[src/rtl/cnv3_pkg.sv]
package cnv3_pkg;

	// fixed field widths
	localparam int PIX_W      = 8;
	localparam int ROW_W      = 16;
	localparam int COL_W      = 10;
	localparam int SUM_W      = 20;
	localparam int PROD_W     = 17;
	localparam int ROWSUM_W   = 19;
	localparam int COEF_W     = 8;
	localparam int CFG_IDX_W  = 3;
	localparam int CFG_DATA_W = 24;
	localparam int IMG_W_W    = 11;
	localparam int IMG_H_W    = 16;

	// smallest image side the window needs
	localparam int MIN_DIM = 3;

	// largest clamped output value
	localparam int PIX_MAX = 255;

	// configuration register indexes
	localparam logic [CFG_IDX_W-1:0] CFG_COEF_TOP    = 3'd0;
	localparam logic [CFG_IDX_W-1:0] CFG_COEF_MIDDLE = 3'd1;
	localparam logic [CFG_IDX_W-1:0] CFG_COEF_BOTTOM = 3'd2;
	localparam logic [CFG_IDX_W-1:0] CFG_IMG_WIDTH   = 3'd3;
	localparam logic [CFG_IDX_W-1:0] CFG_IMG_HEIGHT  = 3'd4;

	// configuration reset values (sharpen mask, 640x480)
	localparam logic [CFG_DATA_W-1:0] COEF_TOP_RST    = 24'h00FF00;
	localparam logic [CFG_DATA_W-1:0] COEF_MIDDLE_RST = 24'hFF05FF;
	localparam logic [CFG_DATA_W-1:0] COEF_BOTTOM_RST = 24'h00FF00;
	localparam logic [IMG_W_W-1:0]    IMG_WIDTH_RST   = 11'd640;
	localparam logic [IMG_H_W-1:0]    IMG_HEIGHT_RST  = 16'd480;

	// 3x3 window of pixels, [row][col], row 0 is the oldest line
	typedef logic [2:0][2:0][PIX_W-1:0] cnv3_win_t;

	// 3x3 signed coefficients, [row][col]
	typedef logic [2:0][2:0][COEF_W-1:0] cnv3_coef_t;

	// position info that rides along with a window
	typedef struct packed {
		logic [ROW_W-1:0] row;
		logic [COL_W-1:0] col;
		logic             last;
	} cnv3_tag_t;

endpackage

[src/rtl/cnv3_mac.sv]
module cnv3_mac
	import cnv3_pkg::*;
(
	input  logic                    clk,
	input  logic                    arst_n,
	input  logic                    win_valid,
	input  cnv3_tag_t               win_tag,
	input  cnv3_win_t               win,
	input  cnv3_coef_t              coef,
	output logic                    res_valid,
	output cnv3_tag_t               res_tag,
	output logic signed [SUM_W-1:0] res_sum,
	output logic [PIX_W-1:0]        res_clamp
);

	logic                       v_s1, v_s2, v_s3;
	cnv3_tag_t                  tag_s1, tag_s2, tag_s3;
	logic signed [PROD_W-1:0]   prod_s1 [3][3];
	logic signed [ROWSUM_W-1:0] rsum_s2 [3];
	logic signed [SUM_W-1:0]    sum_s3;
	logic [PIX_W-1:0]           clamp_s3;
	logic signed [SUM_W-1:0]    total;
	logic [PIX_W-1:0]           clamp;

	// valid pipeline
	always_ff @(posedge clk or negedge arst_n) begin
		if (!arst_n) begin
			v_s1 <= 1'b0;
			v_s2 <= 1'b0;
			v_s3 <= 1'b0;
		end else begin
			v_s1 <= win_valid;
			v_s2 <= v_s1;
			v_s3 <= v_s2;
		end
	end

	// nine products, coefficient signed, pixel unsigned
	always_ff @(posedge clk) begin
		tag_s1 <= win_tag;
		for (int y = 0; y < 3; y++) begin
			for (int x = 0; x < 3; x++) begin
				prod_s1[y][x] <= $signed(coef[y][x]) * $signed({1'b0, win[y][x]});
			end
		end
	end

	// per-row sums
	always_ff @(posedge clk) begin
		tag_s2 <= tag_s1;
		for (int y = 0; y < 3; y++) begin
			rsum_s2[y] <= ROWSUM_W'(prod_s1[y][0]) + ROWSUM_W'(prod_s1[y][1])
				+ ROWSUM_W'(prod_s1[y][2]);
		end
	end

	// final sum and saturation to pixel range
	always_comb begin
		total = SUM_W'(rsum_s2[0]) + SUM_W'(rsum_s2[1]) + SUM_W'(rsum_s2[2]);
		if (total[SUM_W-1]) begin
			clamp = '0;
		end else if (total > SUM_W'(PIX_MAX)) begin
			clamp = PIX_W'(PIX_MAX);
		end else begin
			clamp = total[PIX_W-1:0];
		end
	end

	always_ff @(posedge clk) begin
		tag_s3   <= tag_s2;
		sum_s3   <= total;
		clamp_s3 <= clamp;
	end

	assign res_valid = v_s3;
	assign res_tag   = tag_s3;
	assign res_sum   = sum_s3;
	assign res_clamp = clamp_s3;

endmodule

[config.mk]
export PLATFORM = sky130hd
export DESIGN_NAME = cnv3_mac
export DESIGN_NICKNAME = d
export VERILOG_FILES = /design/src/rtl/cnv3_pkg.sv /design/src/rtl/cnv3_mac.sv
export SDC_FILE = /design/constraint.sdc
export NUM_CORES = 2
export LEC_CHECK = 0
export ABC_AREA = 1
export BUFFER_PORTS_ARGS = -buffer_cell sky130_fd_sc_hd__buf_4
export CAP_MARGIN = 40
export CORE_MARGIN = 2
export CORE_UTILIZATION = 46
export CTS_CLUSTER_SIZE = 30
export DETAILED_ROUTE_END_ITERATION = 10
export PLACE_DENSITY = 0.63
export RECOVER_POWER = 100
export SETUP_SLACK_MARGIN = 0.1
export SLEW_MARGIN = 20
export SYNTH_ARGS = -nofsm -noshare
export SYNTH_HDL_FRONTEND = slang
export SYNTH_SLANG_ARGS = --single-unit
export TNS_END_PERCENT = 10
[constraint.sdc]
create_clock -name clk -period 2.75 [get_ports clk]
set_input_delay 0.55 -clock clk [delete_from_list [all_inputs] [get_ports clk]]
set_output_delay 0.55 -clock clk [all_outputs]
set_load 0.01 [all_outputs]
Word-level counts from Yosys, hierarchy flattened. Memories as Yosys holds them, arrays and structs flattened. Cells that the tools add are included. Widths: inputs -> output; s select.

Flip-flop bits (word level): 112. Bits in writable memories: 210. Input port bits: 174. Output and inout bits: 56. Word-level logic and storage cells: 35. Memories kept: 2.

Add/sub/neg operators: 8. Multipliers: 9. Magnitude comparators: 1. Multiplexer cells: 1.

Memories: prod_s1 (depth 3, bits a word 51, rd ports 3, clocked after Yosys merged registers in 0, write ports 3, RTL line cnv3_mac.sv:18) `logic signed [PROD_W-1:0] prod_s1 [3][3];`; rsum_s2 (depth 3, bits a word 19, rd ports 3, clocked after Yosys merged registers in 0, write ports 3, RTL line cnv3_mac.sv:19) `logic signed [ROWSUM_W-1:0] rsum_s2 [3];`.

Operators with widths (count): $mul 8x9->17 (9); $add 18x17->19 (3); $add 17x17->18 (3); $add 19x19->20 (1); $add 20x19->20 (1); $gt 20x9->1 const B (1); $mux 8 (1).

Logic depth before layout (Yosys ltp).
Depth after elaboration: 4. Mapped depth: 20. Mapped depth without buffers: 20.

Worst setup path before layout. Ideal clock, no wire load.

Path type: input to register. Start: in win[18] in the netlist's numbering. End: mem prod_s1[0][16] in the netlist's numbering. Library setup time: 122 ps. Arrival: 4220 ps. Required time: 2628 ps. Setup slack: -1592 ps. Stages: 18. Path buffers: 1. Cell sequence: clkbuf_1 -> or2_2 -> fa_1 -> inv_1 -> fa_1 -> fa_1 -> inv_1 -> fa_1 -> inv_1 -> ha_1 -> nand2_1 -> o21ai_0 -> nor2_1 -> o21ai_0 -> nand3_1 -> nor2_1 -> nor2_1 -> xor2_1.

RTL lines: from (decl) (RTL line cnv3_mac.sv:8) `input cnv3_win_t win,`; to (decl) (RTL line cnv3_mac.sv:18).

==> results.md <==
- Status: finished with violations
- Failing checks: negative setup slack
- GP Congestion: 0.871
- Vias in the first global route: 25300
- Fraction of the yosys area taken by sequential cells: 0.202
- Vias: 24800
- Max stage delay on crit path: 0.51 ns
- WP data arrival: 4.21 ns
- Adder-cell share of the synthesized area: 0.433
- Fin Hold WS: 0.132 ns
- Power per cell area: 1250 nW/µm²
- Sink Count: 322
- Synth Flop Type: dfxtp_1
- Core area: 68700 µm²
- Final setup viols: 116
- Unrepaired setup endpoints after global routing: true
- Final setup skew: 0.0349 ns
- Layout Nets: 5427
- Synth Warn #: 0
- Worst skew pair latency: 0.54 ns
- Most common cell after layout, fill and taps aside: inv_1
- Crit path capture type: flop
- Maximum clock frequency: 263 MHz
- Largest net degree at the start of global routing: 17
- Cell mode on critical path: fa_1
- Yosys cell types: 41
- Max Cap Viol: 0
- Leak: 0.0224 µW
- Drt initial violations: 953
- Port-buffer cells: 229
- Dpl cells: 5270
- Worst Setup Path Type: primary input to flop
- Crit path max-delay cell type: fa_1
- Area Overhead vs Synth: 25.3%
- DRT antenna net count: 0
- Worst slew pin tran: 0.536 ns
- Die width: 268 µm
- Clk slew on worst S/H paths: 0.07 ns
- Vias per inst: 4.64
- Initial antenna violation count: 4
- Drt pass-1 iters: 5
- CP Launch Type: primary input
- Max-slew headroom: 0.639
- DIE AREA: 71600 µm²
- Tot GR Track Use: 0.203
- Worst endpoint required time: 3.16 ns
- Simple-gate share of the synthesized area: 0.139
- Non-Filler Instances: 5348
- Asr flop ratio synth: 0.00932
- Final hold viol count: 0
- CP Max Fanout: 6
- HPWL after detailed placement: 60200 µm
- Drc violations: 0
- Worst Hold Class: primary input to flop
- VDD IR-drop max: 797 µV
- First-pass GRT wire length: 120000 µm
- Post-synthesis xor/xnor area fraction: 0.0438
- Die Span Y: 268 µm
- Critical path cell sequence: buf_8 -> clkinvlp_4 -> or2_4 -> fa_1 -> inv_2 -> fa_1 -> fa_1 -> inv_2 -> fa_1 -> inv_2 -> ha_4 -> nand2_4 -> o21ai_2 -> nor2_2 -> o21ai_2 -> nand3_2 -> nor2_1 -> nor2_1 -> xor2_1
- Pins Over Slew Limit: 0
- WL/cell: 13.2 µm
- IO Pins: 230
- Final Worst Setup Slack: -1.05 ns
- Clk buf depth: 3
- Grt ovf: 0
- EDFF count, synth: 0
- Fin crit share: 1.38
- Largest family of logic cells by synthesized area: adder cells
- DP Area: 37900 µm²
- Final Critical Period: 3.80 ns
- PnR Total Power: 49900 µW
- # rows: 96
- Number of CTS-inserted buffers: 34
- Synth Cell Area: 32000 µm²
- Root buffer cell: clkbuf_16
- Layout cells sized above 1: 0.221
- Gate Count Post-Synth: 3833
- Post-synthesis compound-gate area fraction: 0.0517
- Syn Area/Cell: 8.34 µm²
- Syn Nets: 4870
- Final WL: 70400 µm
- Htree depth: 2
- Commonest non-fill, non-tap cells in the layout: inv_1 (926), nand2_1 (757), buf_4 (521)
- Mux cell area share after synthesis: 0
- Flops & latches, synth: 322
- Initial Util: 0.465
- TritonCTS clock tree: done
- Finished layout cell area: 40100 µm²
-- critical path: cells and delay by family --
family	cells	cell delay, ns
adders and majority gates	5	2.25
and+or+nand+nor	6	0.66
buffers and inverters	5	0.33
AOI/OAI and AO/OA	2	0.28
xor gates and xnor gates	1	0.14
-- flip-flops by register name (all words and copies together), names as in the netlist --
signal / count
v_s2: 1
rsum_s2: 57
prod_s1: 153
res_clamp: 8
tag_s1: 27
res_tag: 27
res_sum: 20
v_s1: 1
res_valid: 1
tag_s2: 27
-- path summary, 6_finish.rpt --
| check | startpoint | endpoint | slack [ns] | cells after the start |
|---|---|---|---|---|
| max | coef[23] | prod_s1[0][16] | -1.05 | 19 |
| max in group asynchronous | arst_n | res_valid | 2.24 | 2 |
| max reg2reg | rsum_s2[0][39] | res_clamp[5] | -0.18 | 20 |
| min reg2reg | tag_s1[6] | tag_s2[6] | 0.33 | 0 |
| min | win_tag[3] | tag_s1[3] | 0.13 | 1 |
| min in group asynchronous | arst_n | v_s1 | 0.36 | 2 |
-- synth_stat cells (all sizes together), types with 15 or more instances --
cell type	count	area share
xnor2	57	0.016
o2111ai	17	0.0047
inv	974	0.11
nand3	73	0.012
o21ai	83	0.013
a21oi	162	0.025
clkbuf	135	0.016
nand2	798	0.095
nor2	123	0.016
ha	456	0.18
or2	44	0.0086
dfxtp	319	0.20
nand4	15	0.0029
xor2	103	0.028
fa	407	0.25
-- power by group --
group / switching [µW] / total [µW] / internal, µW / leakage, µW
registers: 1130 / 8010 / 6880 / 0.00273
logic: 20700 / 37000 / 16300 / 0.0191
clock network: 1950 / 4910 / 2960 / 0.000581
total: 23800 / 49900 / 26100 / 0.0224
-- repair_timing --
action                     4_1_cts  5_1_grt
hold endpoints to repair         3        0
setup buffers                   11        5
hold buffers                     1        0
cloned                           0        0
pin swaps                      100       75
resized for setup              177      157
setup endpoints to repair      120      129
-- logic make-up after synthesis --
logic type | Yosys count
buf+inv | 1111
simple gates | 1077
flops | 322
fa+ha+maj | 863
compound gates | 300
xor+xnor | 160
-- area by class of cell --
type                    count  area (µm²)
well taps                 931        1160
clock buffers              37         893
fillers                  6255       28600
inverters                 976        3700
clock inverters            24         330
flip-flops and latches    322        6460
diodes                      2        5.00
multi-input cells        2400       22700
repair buffers            656        4770
-- metal layers --
metal  track usage  part of all wire  routed length [µm]
met1         0.276              0.46               32300
met2         0.348              0.48               33900
met3        0.0222             0.038                2710
met4        0.0454             0.020                1430
met5             0           0.00038                  27
-- metrics by stage --
step,TNS (ns),utilization,setup WS [ns]
2_1_floorplan,-106.28,-,-1.40
3_3_place_gp,-137.26,0.551,-1.65
3_5_place_dp,-139.56,0.551,-1.65
4_1_cts,-67.83,0.580,-0.990
5_1_grt,-86.80,0.583,-1.20
6_report,-69.80,0.583,-1.05
(Power assumes the default switching activity.)
